[config.mk]
export PLATFORM = sky130hd
export DESIGN_NAME = latency_load_monitor_top_flat
export DESIGN_NICKNAME = d
export VERILOG_FILES = /design/src/sv/llm_pkg.sv /design/src/sv/llm_if.sv /design/src/sv/llm_cfg.sv /design/src/sv/llm_div.sv /design/src/sv/llm_dp.sv /design/src/sv/llm_ctrl.sv /design/src/sv/latency_load_monitor_top.sv /design/src/flat_wrapper.sv
export SDC_FILE = /design/constraint.sdc
export NUM_CORES = 2
export LEC_CHECK = 0
export ABC_AREA = 1
export BUFFER_PORTS_ARGS = -buffer_cell sky130_fd_sc_hd__clkbuf_2
export CAP_MARGIN = 20
export CORE_MARGIN = 5
export CORE_UTILIZATION = 30
export CTS_CLUSTER_DIAMETER = 50
export DETAILED_ROUTE_END_ITERATION = 12
export PLACE_DENSITY_LB_ADDON = 0.2
export REMOVE_ABC_BUFFERS = 1
export SYNTH_ARGS = -nofsm -noshare
export SYNTH_HDL_FRONTEND = slang
export SYNTH_HIERARCHICAL = 1
export SYNTH_SLANG_ARGS = --single-unit
[constraint.sdc]
create_clock -name clk -period 7.3 [get_ports clk]
set_clock_uncertainty 0.15 [all_clocks]
set_input_delay 1.825 -clock clk [delete_from_list [all_inputs] [get_ports clk]]
set_output_delay 1.825 -clock clk [all_outputs]
set_load 0.005 [all_outputs]
[src/sv/llm_pkg.sv]
`default_nettype none

package llm_pkg;

    // Field and state widths.
    localparam int TIME_W = 32;
    localparam int CNT_W  = 32;
    localparam int SUM_W  = 48;
    localparam int SC_W   = 16;
    localparam int LAT_W  = 20;
    localparam int TGT_W  = 20;
    localparam int AVG_W  = 24;
    localparam int RATE_W = 32;

    // Largest gap in seconds that is still decayed rather than cleared.
    localparam int STALE_LIMIT_S = 8;
    localparam int STEP_W        = $clog2(STALE_LIMIT_S + 1);

    // Divider widths: the widest numerator is the event and latency product, shifted left by two bits.
    localparam int PROD_W = CNT_W + LAT_W;
    localparam int NUM_W  = PROD_W + 2;
    localparam int QUO_W  = SUM_W;
    localparam int DEN_W  = 64;
    localparam int DCNT_W = 6;

    localparam logic [DCNT_W-1:0] CAND_BITS  = DCNT_W'(QUO_W);
    localparam logic [DCNT_W-1:0] RATIO_BITS = DCNT_W'(AVG_W);

    // Configuration port.
    localparam int APB_AW = 3;
    localparam int APB_DW = 32;
    localparam int REG_SEL_BIT = 2;

    localparam logic REG_TARGET_AVG  = 1'b0;
    localparam logic REG_TARGET_PEAK = 1'b1;

    // Item kinds.
    localparam logic KIND_SAMPLE = 1'b0;
    localparam logic KIND_REPORT = 1'b1;

    typedef enum logic [1:0] {
        DIV_CAND = 2'd0,
        DIV_AVG  = 2'd1,
        DIV_PEAK = 2'd2
    } div_sel_t;

    typedef struct packed {
        logic [TGT_W-1:0] target_avg;
        logic [TGT_W-1:0] target_peak;
    } llm_cfg_t;

    typedef struct packed {
        logic     in_ready;
        logic     time_update;
        logic     decay_step;
        logic     add_samples;
        logic     mul;
        logic     div_start;
        div_sel_t div_sel;
        logic     take_div;
        logic     load_out;
    } llm_cmd_t;

    typedef struct packed {
        logic in_valid;
        logic kind;
        logic steps_zero;
        logic count_zero;
        logic le_zero;
        logic div_done;
        logic out_free;
    } llm_sts_t;

endpackage

`default_nettype wire

[src/sv/llm_if.sv]
`default_nettype none

interface llm_in_if;
    import llm_pkg::*;

    logic              valid;
    logic              ready;
    logic              kind;
    logic [TIME_W-1:0] now_s;
    logic [SC_W-1:0]   sample_count;
    logic [LAT_W-1:0]  latency_ms;

    modport source (output valid, kind, now_s, sample_count, latency_ms, input ready);
    modport sink   (input valid, kind, now_s, sample_count, latency_ms, output ready);
endinterface

interface llm_out_if;
    import llm_pkg::*;

    logic              valid;
    logic              ready;
    logic [RATE_W-1:0] rate;
    logic [AVG_W-1:0]  avg_latency_ms;
    logic [AVG_W-1:0]  peak_latency_ms;
    logic              overloaded;

    modport source (output valid, rate, avg_latency_ms, peak_latency_ms, overloaded,
                    input ready);
    modport sink   (input valid, rate, avg_latency_ms, peak_latency_ms, overloaded,
                    output ready);
endinterface

`default_nettype wire

[src/sv/llm_cfg.sv]
`default_nettype none

module llm_cfg (
    input  wire logic                           clk,
    input  wire logic                           rst_n,
    input  wire logic                           psel,
    input  wire logic                           penable,
    input  wire logic                           pwrite,
    input  wire logic [llm_pkg::APB_AW-1:0]     paddr,
    input  wire logic [llm_pkg::APB_DW-1:0]     pwdata,
    output logic      [llm_pkg::APB_DW-1:0]     prdata,
    output logic                                pready,
    output llm_pkg::llm_cfg_t                   cfg
);
    import llm_pkg::*;

    logic [TGT_W-1:0] target_avg_reg;
    logic [TGT_W-1:0] target_avg_next;
    logic [TGT_W-1:0] target_peak_reg;
    logic [TGT_W-1:0] target_peak_next;
    logic             wr_en;
    logic             reg_idx;

    assign pready  = 1'b1;
    assign wr_en   = psel & penable & pwrite;
    assign reg_idx = paddr[REG_SEL_BIT];

    always_comb
    begin
        target_avg_next  = target_avg_reg;
        target_peak_next = target_peak_reg;
        if (wr_en)
        begin
            case (reg_idx)
                REG_TARGET_AVG:  target_avg_next  = pwdata[TGT_W-1:0];
                REG_TARGET_PEAK: target_peak_next = pwdata[TGT_W-1:0];
                default:         target_avg_next  = target_avg_reg;
            endcase
        end
    end

    always_comb
    begin
        case (reg_idx)
            REG_TARGET_AVG:  prdata = APB_DW'(target_avg_reg);
            REG_TARGET_PEAK: prdata = APB_DW'(target_peak_reg);
            default:         prdata = '0;
        endcase
    end

    always_ff @(posedge clk or negedge rst_n)
    begin
        if (!rst_n)
        begin
            target_avg_reg  <= '0;
            target_peak_reg <= '0;
        end
        else
        begin
            target_avg_reg  <= target_avg_next;
            target_peak_reg <= target_peak_next;
        end
    end

    assign cfg.target_avg  = target_avg_reg;
    assign cfg.target_peak = target_peak_reg;

endmodule

`default_nettype wire

[src/sv/llm_div.sv]
`default_nettype none

module llm_div (
    input  wire logic                           clk,
    input  wire logic                           rst_n,
    input  wire logic                           start,
    input  wire logic [llm_pkg::NUM_W-1:0]      num,
    input  wire logic [llm_pkg::DEN_W-1:0]      den,
    input  wire logic [llm_pkg::DCNT_W-1:0]     nbits,
    output logic                                done,
    output logic      [llm_pkg::QUO_W-1:0]      quo,
    output logic                                ovf
);
    import llm_pkg::*;

    // The divisor arrives already shifted up by nbits. A check step first tests
    // whether the quotient fits in nbits; after that one quotient bit is
    // resolved per cycle by restoring division.
    logic              busy_reg;
    logic              busy_next;
    logic              chk_reg;
    logic              chk_next;
    logic              done_reg;
    logic              done_next;
    logic [DCNT_W-1:0] cnt_reg;
    logic [DCNT_W-1:0] cnt_next;
    logic [NUM_W-1:0]  r_reg;
    logic [NUM_W-1:0]  r_next;
    logic [DEN_W-1:0]  d_reg;
    logic [DEN_W-1:0]  d_next;
    logic [QUO_W-1:0]  q_reg;
    logic [QUO_W-1:0]  q_next;
    logic              ovf_reg;
    logic              ovf_next;
    logic [DEN_W-1:0]  r_ext;
    logic [DEN_W-1:0]  diff;
    logic              ge;

    assign r_ext = DEN_W'(r_reg);
    assign ge    = r_ext >= d_reg;
    assign diff  = r_ext - d_reg;

    always_comb
    begin
        busy_next = busy_reg;
        chk_next  = chk_reg;
        done_next = 1'b0;
        cnt_next  = cnt_reg;
        r_next    = r_reg;
        d_next    = d_reg;
        q_next    = q_reg;
        ovf_next  = ovf_reg;
        if (start)
        begin
            busy_next = 1'b1;
            chk_next  = 1'b1;
            cnt_next  = nbits;
            r_next    = num;
            d_next    = den;
            q_next    = '0;
            ovf_next  = 1'b0;
        end
        else if (busy_reg)
        begin
            if (chk_reg)
            begin
                if (ge)
                begin
                    ovf_next  = 1'b1;
                    busy_next = 1'b0;
                    done_next = 1'b1;
                end
                else
                begin
                    d_next   = d_reg >> 1;
                    chk_next = 1'b0;
                end
            end
            else
            begin
                if (ge)
                begin
                    r_next = diff[NUM_W-1:0];
                end
                q_next   = {q_reg[QUO_W-2:0], ge};
                d_next   = d_reg >> 1;
                cnt_next = cnt_reg - DCNT_W'(1);
                if (cnt_reg == DCNT_W'(1))
                begin
                    busy_next = 1'b0;
                    done_next = 1'b1;
                end
            end
        end
    end

    always_ff @(posedge clk or negedge rst_n)
    begin
        if (!rst_n)
        begin
            busy_reg <= 1'b0;
            chk_reg  <= 1'b0;
            done_reg <= 1'b0;
        end
        else
        begin
            busy_reg <= busy_next;
            chk_reg  <= chk_next;
            done_reg <= done_next;
        end
    end

    always_ff @(posedge clk)
    begin
        cnt_reg <= cnt_next;
        r_reg   <= r_next;
        d_reg   <= d_next;
        q_reg   <= q_next;
        ovf_reg <= ovf_next;
    end

    assign done = done_reg;
    assign quo  = q_reg;
    assign ovf  = ovf_reg;

endmodule

`default_nettype wire

[src/sv/llm_dp.sv]
`default_nettype none

module llm_dp (
    input  wire logic              clk,
    input  wire logic              rst_n,
    llm_in_if.sink                 in_ch,
    llm_out_if.source              out_ch,
    input  wire llm_pkg::llm_cfg_t cfg,
    input  wire llm_pkg::llm_cmd_t cmd,
    output llm_pkg::llm_sts_t      sts
);
    import llm_pkg::*;

    // Captured item.
    logic              kind_reg;
    logic [TIME_W-1:0] now_reg;
    logic [SC_W-1:0]   count_reg;
    logic [LAT_W-1:0]  lat_reg;

    // Running totals.
    logic [TIME_W-1:0] last_reg;
    logic [TIME_W-1:0] last_next;
    logic [CNT_W-1:0]  ev_reg;
    logic [CNT_W-1:0]  ev_next;
    logic [CNT_W-1:0]  le_reg;
    logic [CNT_W-1:0]  le_next;
    logic [SUM_W-1:0]  avg_reg;
    logic [SUM_W-1:0]  avg_next;
    logic [SUM_W-1:0]  peak_reg;
    logic [SUM_W-1:0]  peak_next;

    // Working registers.
    logic [STEP_W-1:0] steps_reg;
    logic [STEP_W-1:0] steps_next;
    logic [PROD_W-1:0] prod_reg;
    logic [AVG_W-1:0]  avg_q_reg;
    logic              avg_ovf_reg;
    logic [AVG_W-1:0]  peak_q_reg;
    logic              peak_ovf_reg;

    // Result register.
    logic              out_valid_reg;
    logic              out_valid_next;
    logic [RATE_W-1:0] rate_reg;
    logic [AVG_W-1:0]  avg_out_reg;
    logic [AVG_W-1:0]  peak_out_reg;
    logic              over_reg;

    logic              accept;
    logic              same_time;
    logic              stale;
    logic [TIME_W:0]   last_plus;
    logic [TIME_W-1:0] diff_s;
    logic [CNT_W+1:0]  ev_round;
    logic [CNT_W+1:0]  le_round;
    logic [CNT_W:0]    ev_sum;
    logic [CNT_W:0]    le_sum;
    logic [SUM_W:0]    avg_sum;
    logic [SUM_W:0]    peak_sum;
    logic [CNT_W-1:0]  ev_add;
    logic [CNT_W-1:0]  le_add;
    logic [SUM_W-1:0]  avg_add;
    logic [SUM_W-1:0]  peak_add;
    logic [PROD_W-1:0] prod;
    logic [SUM_W-1:0]  cand;
    logic              le_zero;

    logic              div_done;
    logic [QUO_W-1:0]  div_quo;
    logic              div_ovf;
    logic [NUM_W-1:0]  div_num;
    logic [DEN_W-1:0]  div_den;
    logic [DCNT_W-1:0] div_bits;

    logic [AVG_W-1:0]  avg_res;
    logic [AVG_W-1:0]  peak_res;
    logic              over_avg;
    logic              over_peak;

    assign accept      = cmd.in_ready & in_ch.valid;
    assign in_ch.ready = cmd.in_ready;

    // Time bookkeeping.
    assign last_plus = {1'b0, last_reg} + (TIME_W+1)'(STALE_LIMIT_S);
    assign same_time = now_reg == last_reg;
    assign stale     = (now_reg < last_reg) || ({1'b0, now_reg} > last_plus);
    assign diff_s    = now_reg - last_reg;

    // Event counts lose the ceiling of a quarter, sums the floor.
    assign ev_round = {2'b00, ev_reg} + (CNT_W+2)'(3);
    assign le_round = {2'b00, le_reg} + (CNT_W+2)'(3);

    assign ev_sum   = {1'b0, ev_reg} + (CNT_W+1)'(count_reg);
    assign le_sum   = {1'b0, le_reg} + (CNT_W+1)'(count_reg);
    assign avg_sum  = {1'b0, avg_reg} + (SUM_W+1)'(lat_reg);
    assign peak_sum = {1'b0, peak_reg} + (SUM_W+1)'(lat_reg);
    assign ev_add   = ev_sum[CNT_W]   ? '1 : ev_sum[CNT_W-1:0];
    assign le_add   = le_sum[CNT_W]   ? '1 : le_sum[CNT_W-1:0];
    assign avg_add  = avg_sum[SUM_W]  ? '1 : avg_sum[SUM_W-1:0];
    assign peak_add = peak_sum[SUM_W] ? '1 : peak_sum[SUM_W-1:0];

    assign prod    = PROD_W'(le_reg) * PROD_W'(lat_reg);
    assign cand    = div_ovf ? '1 : div_quo;
    assign le_zero = le_reg == '0;

    always_comb
    begin
        last_next = last_reg;
        ev_next   = ev_reg;
        le_next   = le_reg;
        avg_next  = avg_reg;
        peak_next = peak_reg;
        if (cmd.time_update)
        begin
            last_next = now_reg;
            if (stale)
            begin
                ev_next   = '0;
                le_next   = '0;
                avg_next  = '0;
                peak_next = '0;
            end
        end
        else if (cmd.decay_step)
        begin
            ev_next   = ev_reg - ev_round[CNT_W+1:2];
            le_next   = le_reg - le_round[CNT_W+1:2];
            avg_next  = avg_reg - (avg_reg >> 2);
            peak_next = peak_reg - (peak_reg >> 2);
        end
        else if (cmd.add_samples)
        begin
            ev_next   = ev_add;
            le_next   = le_add;
            avg_next  = avg_add;
            peak_next = peak_add;
        end
        else if (cmd.take_div && (cmd.div_sel == DIV_CAND) && (peak_reg < cand))
        begin
            peak_next = cand;
        end
    end

    always_comb
    begin
        steps_next = steps_reg;
        if (cmd.time_update)
        begin
            steps_next = (stale || same_time) ? '0 : diff_s[STEP_W-1:0];
        end
        else if (cmd.decay_step)
        begin
            steps_next = steps_reg - STEP_W'(1);
        end
    end

    // Divider operands: the peak candidate, or a sum over events times four.
    always_comb
    begin
        case (cmd.div_sel)
            DIV_CAND:
            begin
                div_num  = {prod_reg, 2'b00};
                div_den  = DEN_W'({count_reg, {QUO_W{1'b0}}});
                div_bits = CAND_BITS;
            end
            DIV_AVG:
            begin
                div_num  = NUM_W'(avg_reg);
                div_den  = DEN_W'({le_reg, 2'b00, {AVG_W{1'b0}}});
                div_bits = RATIO_BITS;
            end
            DIV_PEAK:
            begin
                div_num  = NUM_W'(peak_reg);
                div_den  = DEN_W'({le_reg, 2'b00, {AVG_W{1'b0}}});
                div_bits = RATIO_BITS;
            end
            default:
            begin
                div_num  = '0;
                div_den  = '1;
                div_bits = RATIO_BITS;
            end
        endcase
    end

    llm_div u_div (
        .clk   (clk),
        .rst_n (rst_n),
        .start (cmd.div_start),
        .num   (div_num),
        .den   (div_den),
        .nbits (div_bits),
        .done  (div_done),
        .quo   (div_quo),
        .ovf   (div_ovf)
    );

    // A quotient that overflows the result width is above any 20-bit target.
    assign avg_res   = le_zero ? '0 : (avg_ovf_reg ? '1 : avg_q_reg);
    assign peak_res  = le_zero ? '0 : (peak_ovf_reg ? '1 : peak_q_reg);
    assign over_avg  = !le_zero && (cfg.target_avg != '0)
                       && (avg_ovf_reg || (avg_q_reg > AVG_W'(cfg.target_avg)));
    assign over_peak = !le_zero && (cfg.target_peak != '0)
                       && (peak_ovf_reg || (peak_q_reg > AVG_W'(cfg.target_peak)));

    always_comb
    begin
        out_valid_next = out_valid_reg;
        if (out_valid_reg && out_ch.ready)
        begin
            out_valid_next = 1'b0;
        end
        if (cmd.load_out)
        begin
            out_valid_next = 1'b1;
        end
    end

    always_ff @(posedge clk or negedge rst_n)
    begin
        if (!rst_n)
        begin
            last_reg      <= '0;
            ev_reg        <= '0;
            le_reg        <= '0;
            avg_reg       <= '0;
            peak_reg      <= '0;
            out_valid_reg <= 1'b0;
        end
        else
        begin
            last_reg      <= last_next;
            ev_reg        <= ev_next;
            le_reg        <= le_next;
            avg_reg       <= avg_next;
            peak_reg      <= peak_next;
            out_valid_reg <= out_valid_next;
        end
    end

    always_ff @(posedge clk)
    begin
        if (accept)
        begin
            kind_reg  <= in_ch.kind;
            now_reg   <= in_ch.now_s;
            count_reg <= in_ch.sample_count;
            lat_reg   <= in_ch.latency_ms;
        end
        steps_reg <= steps_next;
        if (cmd.mul)
        begin
            prod_reg <= prod;
        end
        if (cmd.take_div && (cmd.div_sel == DIV_AVG))
        begin
            avg_q_reg   <= div_quo[AVG_W-1:0];
            avg_ovf_reg <= div_ovf;
        end
        if (cmd.take_div && (cmd.div_sel == DIV_PEAK))
        begin
            peak_q_reg   <= div_quo[AVG_W-1:0];
            peak_ovf_reg <= div_ovf;
        end
        if (cmd.load_out)
        begin
            rate_reg     <= RATE_W'(ev_reg >> 2);
            avg_out_reg  <= avg_res;
            peak_out_reg <= peak_res;
            over_reg     <= over_avg | over_peak;
        end
    end

    assign out_ch.valid           = out_valid_reg;
    assign out_ch.rate            = rate_reg;
    assign out_ch.avg_latency_ms  = avg_out_reg;
    assign out_ch.peak_latency_ms = peak_out_reg;
    assign out_ch.overloaded      = over_reg;

    assign sts.in_valid   = in_ch.valid;
    assign sts.kind       = kind_reg;
    assign sts.steps_zero = steps_reg == '0;
    assign sts.count_zero = count_reg == '0;
    assign sts.le_zero    = le_zero;
    assign sts.div_done   = div_done;
    assign sts.out_free   = !out_valid_reg || out_ch.ready;

endmodule

`default_nettype wire

[src/sv/llm_ctrl.sv]
`default_nettype none

module llm_ctrl (
    input  wire logic              clk,
    input  wire logic              rst_n,
    input  wire llm_pkg::llm_sts_t sts,
    output llm_pkg::llm_cmd_t      cmd
);
    import llm_pkg::*;

    typedef enum logic [11:0] {
        ST_IDLE      = 12'b0000_0000_0001,
        ST_TIME      = 12'b0000_0000_0010,
        ST_DECAY     = 12'b0000_0000_0100,
        ST_ADD       = 12'b0000_0000_1000,
        ST_MUL       = 12'b0000_0001_0000,
        ST_CAND_GO   = 12'b0000_0010_0000,
        ST_CAND_WAIT = 12'b0000_0100_0000,
        ST_AVG_GO    = 12'b0000_1000_0000,
        ST_AVG_WAIT  = 12'b0001_0000_0000,
        ST_PEAK_GO   = 12'b0010_0000_0000,
        ST_PEAK_WAIT = 12'b0100_0000_0000,
        ST_FINISH    = 12'b1000_0000_0000
    } llm_state_t;

    llm_state_t state_reg;
    llm_state_t state_next;

    always_comb
    begin
        state_next  = state_reg;
        cmd         = '0;
        cmd.div_sel = DIV_CAND;
        case (state_reg)
            ST_IDLE:
            begin
                cmd.in_ready = 1'b1;
                if (sts.in_valid)
                begin
                    state_next = ST_TIME;
                end
            end
            ST_TIME:
            begin
                cmd.time_update = 1'b1;
                state_next      = ST_DECAY;
            end
            ST_DECAY:
            begin
                if (sts.steps_zero)
                begin
                    state_next = (sts.kind == KIND_SAMPLE) ? ST_ADD : ST_AVG_GO;
                end
                else
                begin
                    cmd.decay_step = 1'b1;
                end
            end
            ST_ADD:
            begin
                cmd.add_samples = 1'b1;
                state_next      = sts.count_zero ? ST_AVG_GO : ST_MUL;
            end
            ST_MUL:
            begin
                cmd.mul    = 1'b1;
                state_next = ST_CAND_GO;
            end
            ST_CAND_GO:
            begin
                cmd.div_start = 1'b1;
                state_next    = ST_CAND_WAIT;
            end
            ST_CAND_WAIT:
            begin
                if (sts.div_done)
                begin
                    cmd.take_div = 1'b1;
                    state_next   = ST_AVG_GO;
                end
            end
            ST_AVG_GO:
            begin
                cmd.div_sel = DIV_AVG;
                if (sts.le_zero)
                begin
                    state_next = ST_FINISH;
                end
                else
                begin
                    cmd.div_start = 1'b1;
                    state_next    = ST_AVG_WAIT;
                end
            end
            ST_AVG_WAIT:
            begin
                cmd.div_sel = DIV_AVG;
                if (sts.div_done)
                begin
                    cmd.take_div = 1'b1;
                    state_next   = ST_PEAK_GO;
                end
            end
            ST_PEAK_GO:
            begin
                cmd.div_sel   = DIV_PEAK;
                cmd.div_start = 1'b1;
                state_next    = ST_PEAK_WAIT;
            end
            ST_PEAK_WAIT:
            begin
                cmd.div_sel = DIV_PEAK;
                if (sts.div_done)
                begin
                    cmd.take_div = 1'b1;
                    state_next   = ST_FINISH;
                end
            end
            ST_FINISH:
            begin
                // Wait here while the previous result has not been taken.
                if (sts.out_free)
                begin
                    cmd.load_out = 1'b1;
                    state_next   = ST_IDLE;
                end
            end
            default:
            begin
                state_next = ST_IDLE;
            end
        endcase
    end

    always_ff @(posedge clk or negedge rst_n)
    begin
        if (!rst_n)
        begin
            state_reg <= ST_IDLE;
        end
        else
        begin
            state_reg <= state_next;
        end
    end

endmodule

`default_nettype wire

[src/sv/latency_load_monitor_top.sv]
// Channel   Direction  Payload                                           Handshake
// in_ch     sink       kind, now_s, sample_count, latency_ms             valid/ready
// out_ch    source     rate, avg_latency_ms, peak_latency_ms, overloaded  valid/ready
// APB       slave      target_avg_ms at 0x0, target_peak_ms at 0x4       psel/penable
//
// One item at a time; with s decay seconds (s <= 8) the totals are decayed s times,
// then a sample adds its counts and, for a nonzero count, divides out a peak
// candidate; the average and peak are then divided by four times the event count,
// one quotient bit per cycle. An overflowing division ends early; with no events
// left both divisions are skipped. rst_n clears totals, targets and control; a
// stalled result holds the block in its last step until the output register is free.
`default_nettype none

module latency_load_monitor_top (
    input  wire logic                       clk,
    input  wire logic                       rst_n,
    input  wire logic                       psel,
    input  wire logic                       penable,
    input  wire logic                       pwrite,
    input  wire logic [llm_pkg::APB_AW-1:0] paddr,
    input  wire logic [llm_pkg::APB_DW-1:0] pwdata,
    output logic      [llm_pkg::APB_DW-1:0] prdata,
    output logic                            pready,
    llm_in_if.sink                          in_ch,
    llm_out_if.source                       out_ch
);
    import llm_pkg::*;

    llm_cfg_t cfg;
    llm_cmd_t cmd;
    llm_sts_t sts;

    llm_cfg u_cfg (
        .clk     (clk),
        .rst_n   (rst_n),
        .psel    (psel),
        .penable (penable),
        .pwrite  (pwrite),
        .paddr   (paddr),
        .pwdata  (pwdata),
        .prdata  (prdata),
        .pready  (pready),
        .cfg     (cfg)
    );

    llm_ctrl u_ctrl (
        .clk   (clk),
        .rst_n (rst_n),
        .sts   (sts),
        .cmd   (cmd)
    );

    llm_dp u_dp (
        .clk    (clk),
        .rst_n  (rst_n),
        .in_ch  (in_ch),
        .out_ch (out_ch),
        .cfg    (cfg),
        .cmd    (cmd),
        .sts    (sts)
    );

endmodule

`default_nettype wire

[src/flat_wrapper.sv]
// flat-port wrapper written by rule: the top's interface ports become plain ports
module latency_load_monitor_top_flat import llm_pkg::*;
  (clk, rst_n, psel, penable, pwrite, paddr, pwdata, prdata, pready, in_ch_valid, in_ch_kind, in_ch_now_s, in_ch_sample_count, in_ch_latency_ms, in_ch_ready, out_ch_valid, out_ch_rate, out_ch_avg_latency_ms, out_ch_peak_latency_ms, out_ch_overloaded, out_ch_ready);
  llm_in_if in_ch_i ();
  llm_out_if out_ch_i ();
  input  wire logic clk;
  input  wire logic rst_n;
  input  wire logic psel;
  input  wire logic penable;
  input  wire logic pwrite;
  input  wire logic [llm_pkg::APB_AW-1:0] paddr;
  input  wire logic [llm_pkg::APB_DW-1:0] pwdata;
  output logic      [llm_pkg::APB_DW-1:0] prdata;
  output logic pready;
  input wire logic [$bits(in_ch_i.valid)-1:0] in_ch_valid;
  input wire logic [$bits(in_ch_i.kind)-1:0] in_ch_kind;
  input wire logic [$bits(in_ch_i.now_s)-1:0] in_ch_now_s;
  input wire logic [$bits(in_ch_i.sample_count)-1:0] in_ch_sample_count;
  input wire logic [$bits(in_ch_i.latency_ms)-1:0] in_ch_latency_ms;
  output wire logic [$bits(in_ch_i.ready)-1:0] in_ch_ready;
  output wire logic [$bits(out_ch_i.valid)-1:0] out_ch_valid;
  output wire logic [$bits(out_ch_i.rate)-1:0] out_ch_rate;
  output wire logic [$bits(out_ch_i.avg_latency_ms)-1:0] out_ch_avg_latency_ms;
  output wire logic [$bits(out_ch_i.peak_latency_ms)-1:0] out_ch_peak_latency_ms;
  output wire logic [$bits(out_ch_i.overloaded)-1:0] out_ch_overloaded;
  input wire logic [$bits(out_ch_i.ready)-1:0] out_ch_ready;
  assign in_ch_i.valid = in_ch_valid;
  assign in_ch_i.kind = in_ch_kind;
  assign in_ch_i.now_s = in_ch_now_s;
  assign in_ch_i.sample_count = in_ch_sample_count;
  assign in_ch_i.latency_ms = in_ch_latency_ms;
  assign in_ch_ready = in_ch_i.ready;
  assign out_ch_valid = out_ch_i.valid;
  assign out_ch_rate = out_ch_i.rate;
  assign out_ch_avg_latency_ms = out_ch_i.avg_latency_ms;
  assign out_ch_peak_latency_ms = out_ch_i.peak_latency_ms;
  assign out_ch_overloaded = out_ch_i.overloaded;
  assign out_ch_i.ready = out_ch_ready;
  latency_load_monitor_top u_core (.clk(clk), .rst_n(rst_n), .psel(psel), .penable(penable), .pwrite(pwrite), .paddr(paddr), .pwdata(pwdata), .prdata(prdata), .pready(pready), .in_ch(in_ch_i), .out_ch(out_ch_i));
endmodule
# After elaboration in Yosys (flattened, before gate mapping)
# Index checks and enable logic that the tools add are counted.
[word_totals]
ff_bits = 675
inputBits = 111
out_inout_bits = 116
elab_cells = 205
[op_classes]
add_sub_neg = 15
mul = 1
order_cmp = 6
n_eq_ne = 25
n_mux = 78
n_bitwise = 6
n_reduce_logical = 43
[ops]
columns = ["cell", "count"]
rows = [
  ["two-way mux 48 bit", 11],
  ["two-way mux 32 bit", 9],
  ["two-way mux 64 bit", 4],
  ["two-way mux 54 bit", 4],
  ["one-hot mux 54 bit (3 select lines)", 1],
  ["one-hot mux 12 bit (12 select lines)", 1],
  ["one-hot mux 64 bit (2 select lines)", 1],
  ["adder 48 x 20 -> 49 bit", 2],
  ["subtractor 48 x 46 -> 48 bit", 2],
  ["two-way mux 12 bit", 7],
  ["adder 32 x 16 -> 33 bit", 2],
  ["adder 32 x 2 -> 33 bit, second input constant", 2],
  [">= comparator 54 x 64 -> 1 bit", 1],
  ["one-hot mux 32 bit (2 select lines)", 1],
  ["subtractor 32 x 31 -> 32 bit", 2],
  ["subtractor 54 bit", 1],
  ["multiplier 32 x 20 -> 52 bit", 1],
  ["> comparator 24 x 20 -> 1 bit", 2],
  ["less-than comparator 48 bit", 1],
  ["two-way mux 24 bit", 2],
  ["nonzero test 20 bit", 2],
  ["adder 32 x 4 -> 33 bit, second input constant", 1],
  ["> comparator 32 x 33 -> 1 bit", 1],
  ["equality test 32 bit", 1],
  ["other kinds (46)", 112],
]

# Depth between registers and ports, before layout
[depth]
ltp_word = 10
depth_mapped = 33
ltp_nobuf = 31

# By module
# Netlist, hierarchy kept.
[by_module_without_submodules]
columns = ["module", "instances", "cells_per_inst", "area_each_um2", "seq_area_each_um2"]
rows = [
  ["llm_dp", 1, 10264, 67101.9, 12456.9],
  ["llm_div", 1, 1663, 11672.4, 4779.6],
  ["llm_cfg", 1, 258, 1954.4, 1001.0],
  ["llm_ctrl", 1, 143, 962.2, 301.5],
]

# Worst setup path before layout
# Ideal clock, no wire load.
[synth_timing]
kind = "register to register"
from = "reg u_core.u_dp.le_reg[10]"
to = "reg u_core.u_dp.prod_reg[25] (data pin)"
setup_time_ns = 0.252
arrival_time_ns = 6.284
required_ns = 6.898
setup_slack_ns = 0.614
stages_incl_launch_ff = 28
n_path_buf = 2
period_less_slack_ns = 6.686
cell_sequence = "dfrtp_1 > clkbuf_1 > buf_1 > nand2_1 > inv_1 > fa_1 > fa_1 > inv_1 > fa_1 > inv_1 > fa_1 > inv_1 > fa_1 > inv_1 > fa_1 > inv_1 > fa_1 > inv_1 > ha_1 > nand2_1 > o21ai_0 > a21oi_1 > o21ai_0 > inv_1 > o21ai_0 > nand2_1 > nand3_1 > nand2_1"
[synth_between]
elab_chain_cells = 1
[synth_rtl]
columns = ["item", "line", "rtl"]
rows = [
  ["start: declaration", "llm_dp.sv:25", "logic [CNT_W-1:0] le_reg;"],
  ["start signal: assignment", "llm_dp.sv:236", "le_reg <= le_next;"],
  ["multiplier 32 x 20 -> 52 bit", "llm_dp.sv:102", "assign prod = PROD_W'(le_reg) * PROD_W'(lat_reg);"],
  ["named net u_core.u_dp.prod[25]", "llm_dp.sv:64", "logic [PROD_W-1:0] prod;"],
  ["end signal: assignment", "llm_dp.sv:255", "prod_reg <= prod;"],
  ["end: declaration", "llm_dp.sv:35", "logic [PROD_W-1:0] prod_reg;"],
]
# The timed path passes the listed nets, and every way through them passes these cells.
# A chain may end at the register's enable or synchronous reset.

# Worst setup path in the final report
[layout_timing]
from = "reg u_core.u_dp.lat_reg[19]"
to = "reg u_core.u_dp.prod_reg[44] (data pin)"
[layout_between]
elab_chain_cells = 1
[layout_rtl]
columns = ["item", "line", "rtl"]
rows = [
  ["start: declaration", "llm_dp.sv:18", "logic [LAT_W-1:0] lat_reg;"],
  ["start signal: assignment", "llm_dp.sv:250", "lat_reg <= in_ch.latency_ms;"],
  ["multiplier 32 x 20 -> 52 bit", "llm_dp.sv:102", ""],
  ["named net u_core.u_dp.prod[44]", "llm_dp.sv:64", ""],
]
# The timed path passes the listed nets, and every way through them passes these cells.

==> key figures <==
Route
  • DRT iter0 DRCs: 6828
  • Pre-antenna DRT Iters: 6
  • Vias: 78200
  • DR vias/cell: 4.84
  • Drc violations: 0
  • Top layer in use: met5
  • WL/cell: 19.5 um
  • Met3 routed WL: 20300 um
  • Metal-1 WL: 147000 um
  • Final wirelength: 315000 um
  • Met2 wire length: 139000 um
  • Antenna Nets Post-Route: 0

Yosys
  • Post-Synthesis Cells: 12300
  • Top cell type's share of synthesized area: 0.186
  • Syn Std Cell Area: 81700 um2
  • Number of distinct library cells after synthesis: 66
  • Yosys warns: 6
  • Mean Syn Cell Area: 6.63 um2
  • Post-synth ARST share: 0.367
  • Yosys top cell by area: nand2_1
  • Synth Flop Type: edfxtp_1
  • Flops & latches, synth: 675
  • Top cells by area, synth: nand2_1, edfxtp_1, fa_1
  • EDFF count, synth: 378
  • Seq/Total Area, Yosys: 0.227

Worst setup path
  • Crit Path Max Fanout: 28
  • CP Capture Type: flop
  • Reg2Reg Depth: 22
  • Crit Path Category: reg2reg
  • Crit start category: flop
  • R2R setup slack: 260 ps
  • Reg2reg start: u_core/u_dp/lat_reg[19]$_DFFE_PP_
  • RR Endpoint: u_core/u_dp/prod_reg[44]$_DFFE_PP_
  • Crit path required time: 7670 ps
  • Crit path DAT: 7410 ps

STA
  • Max-slew violation count: 0
  • Slew HR: 0.251
  • Final setup viols: 0
  • Slew of the pin with the lowest slew margin: 1110 ps
  • Period utilization: 0.964
  • Endpoints failing hold: 0
  • Minimum clock period: 7040 ps
  • F_max: 0.142 GHz
  • RSZ-0062 raised after global routing: no

Placed design
  • Placed instance count: 15900
  • Post-detail-place hpwl: 253000 um
  • Routability Congestion: 0.956
  • Number of port buffers: 197

CTS
  • Post-CTS Hold Buffers: 0
  • Root Buffer: clkbuf_16
  • Sink Count: 675
  • Clock Path Buffers: 4
  • Worst-Skew Late Latency: 880 ps
  • H-Tree Depth: 3
  • Clock slew at the register clock pins of the worst setup and hold paths: 60 ps
  • CTS tree: done
  • CTS buffer count: 121

Floorplanning
  • Cell row count: 191
  • Starting density of the core: 0.301
  • Die area: 283000 um2
  • DIE HEIGHT: 532 um
  • Die extent in x: 532 um
  • IO Count: 227
  • Core ar.: 271000 um2

Hold path
  • WHS Path Cells: 2
  • Worst-case hold path end point: u_core/u_dp/u_div/ovf$_SDFFE_PP0P_
  • Path type of the worst min-delay path: reg2reg
  • Worst hold start: u_core/u_dp/u_div/ovf$_SDFFE_PP0P_

Layout
  • Fillers: 30000
  • Commonest non-fill, non-tap cell in the layout: nand2_1
  • Share of layout cells above drive strength 1: 0.0607
  • Post-layout nets: 13700
  • P&R area growth vs syn: 12.2%
  • Final Non-Filler Cells: 16100
  • Commonest cells after routing, fill and taps aside: nand2_1, inv_1, nor2_1
  • Max reg flops: 64

Global routing
  • First-pass GRT wire length: 474000 um
  • Vias in the first global route: 75300
  • Total Routing Usage GR: 0.216
  • Initial antenna violation count: 8
  • Total gr overflow: 0
  • Pin count of the biggest net entering global routing: 128

Outcome
  • Status: finished clean

Job
  • Max cap viols: 0
==> metrics by stage <==
stage	setup TNS [ps]	utilization	instance area (um2)	worst slack (ps)	hold WS [ps]
after floorplan	-867770	-	80100	-4910	307
after global placement	0	0.323	87500	124	286
after detailed placement	0	0.323	87500	132	296
after CTS	0	0.338	91600	112	306
after global routing	0	0.338	91700	11.9	320
final	0	0.338	91700	259	303
==> synthesized netlist by cell type, types with 4 or more instances <==
master    count
nand2_1    4058
inv_1      2372
nor2_1     1042
nand3_1     722
ha_1        598
a21oi_1     585
fa_1        546
o21ai_0     490
edfxtp_1    378
clkbuf_1    269
dfrtp_1     247
nand4_1     173
xor2_1      143
nor3_1      105
xnor2_1      56
buf_2        51
dfxtp_1      49
o21bai_1     46
nor4_1       37
nand3b_1     35
buf_1        34
buf_4        32
or2_2        32
nand2_2      30
nor2_2       18
a21o_1       14
o21a_1       14
o21ai_1      14
inv_2        13
a21boi_0     12
a31oi_1      11
and2_1        9
nor2_4        9
o221ai_1      8
nand3_2       7
a21oi_2       6
o211ai_1      6
conb_1        4
nand2_4       4
or2_1         4
==> how the worst max path moves through the flow <==
stage / to / slack, ps / start / depth (start not counted)
final: u_core/u_dp/prod_reg[44]$_DFFE_PP_ / 260 / u_core/u_dp/lat_reg[19]$_DFFE_PP_ / 22
after global placement: u_core/u_dp/prod_reg[51]$_DFFE_PP_ / 120 / u_core/u_dp/le_reg[5]$_DFFE_PN0P_ / 26
after detailed placement: u_core/u_dp/prod_reg[43]$_DFFE_PP_ / 130 / u_core/u_dp/le_reg[5]$_DFFE_PN0P_ / 26
after global routing: u_core/u_dp/prod_reg[48]$_DFFE_PP_ / 10 / u_core/u_dp/lat_reg[17]$_DFFE_PP_ / 24
after floorplan: u_core/u_dp/u_div/r_reg[0]$_DFFE_PP_ / -4910 / u_core/u_dp/le_reg[10]$_DFFE_PN0P_ / 8
after CTS: u_core/u_dp/prod_reg[43]$_DFFE_PP_ / 110 / u_core/u_dp/le_reg[5]$_DFFE_PN0P_ / 26
==> critical path, cell delays in order (launching register included) <==
cell and delay [ps]:
edfxtp_1 600, buf_12 280, nand2_1 70, inv_1 50, fa_1 540, inv_1 60, fa_1 530, fa_1 580
inv_1 60, fa_1 520, fa_1 560, inv_1 60, fa_1 580, inv_1 70, ha_1 310, ha_1 410
a21oi_1 210, o21ai_0 150, a21oi_1 200, nor2_1 70, a211oi_1 300, o211ai_1 210, xor2_1 190
==> area by class of cell <==
type                    instances  area (um2)  area share
multi-input cells            8892       52700       0.574
flip-flops and latches        675       18500       0.202
inverters                    2386        8970      0.0979
well taps                    3570        4470      0.0487
clock buffers                 144        3240      0.0353
repair buffers                394        2970      0.0324
clock inverters                79         793     0.00865
diodes                          5        12.5    0.000137
==> cell families (layout without fill, tap and decap cells) <==
logic type               after synthesis  in the layout  synth area share
buffers and inverters               2776           3003             0.130
flip-flops                           675            675             0.227
AO/OA/AOI/OAI                       1229           1229            0.0799
XOR/XNOR                             199            199            0.0213
adder cells (fa/ha/maj)             1144           1144             0.225
other                                  4             24          0.000184
AND/OR/NAND/NOR                     6301           6301             0.316
==> routing by layer <==
layer	vias to the layer above	track usage
li1	38500	-
met3	373	0.0264
met4	2	0.0562
met1	37000	0.311
met2	2328	0.342
met5	-	0
==> timing repair <==
item / CTS / global route
buffers inserted: 0 / 2
setup endpoints to repair: 0 / 22
resized for setup: 0 / 13
Power is left out: the tool's default activity adds up to more than one toggle a clock period on the data nets, which glitch-free logic cannot reach.
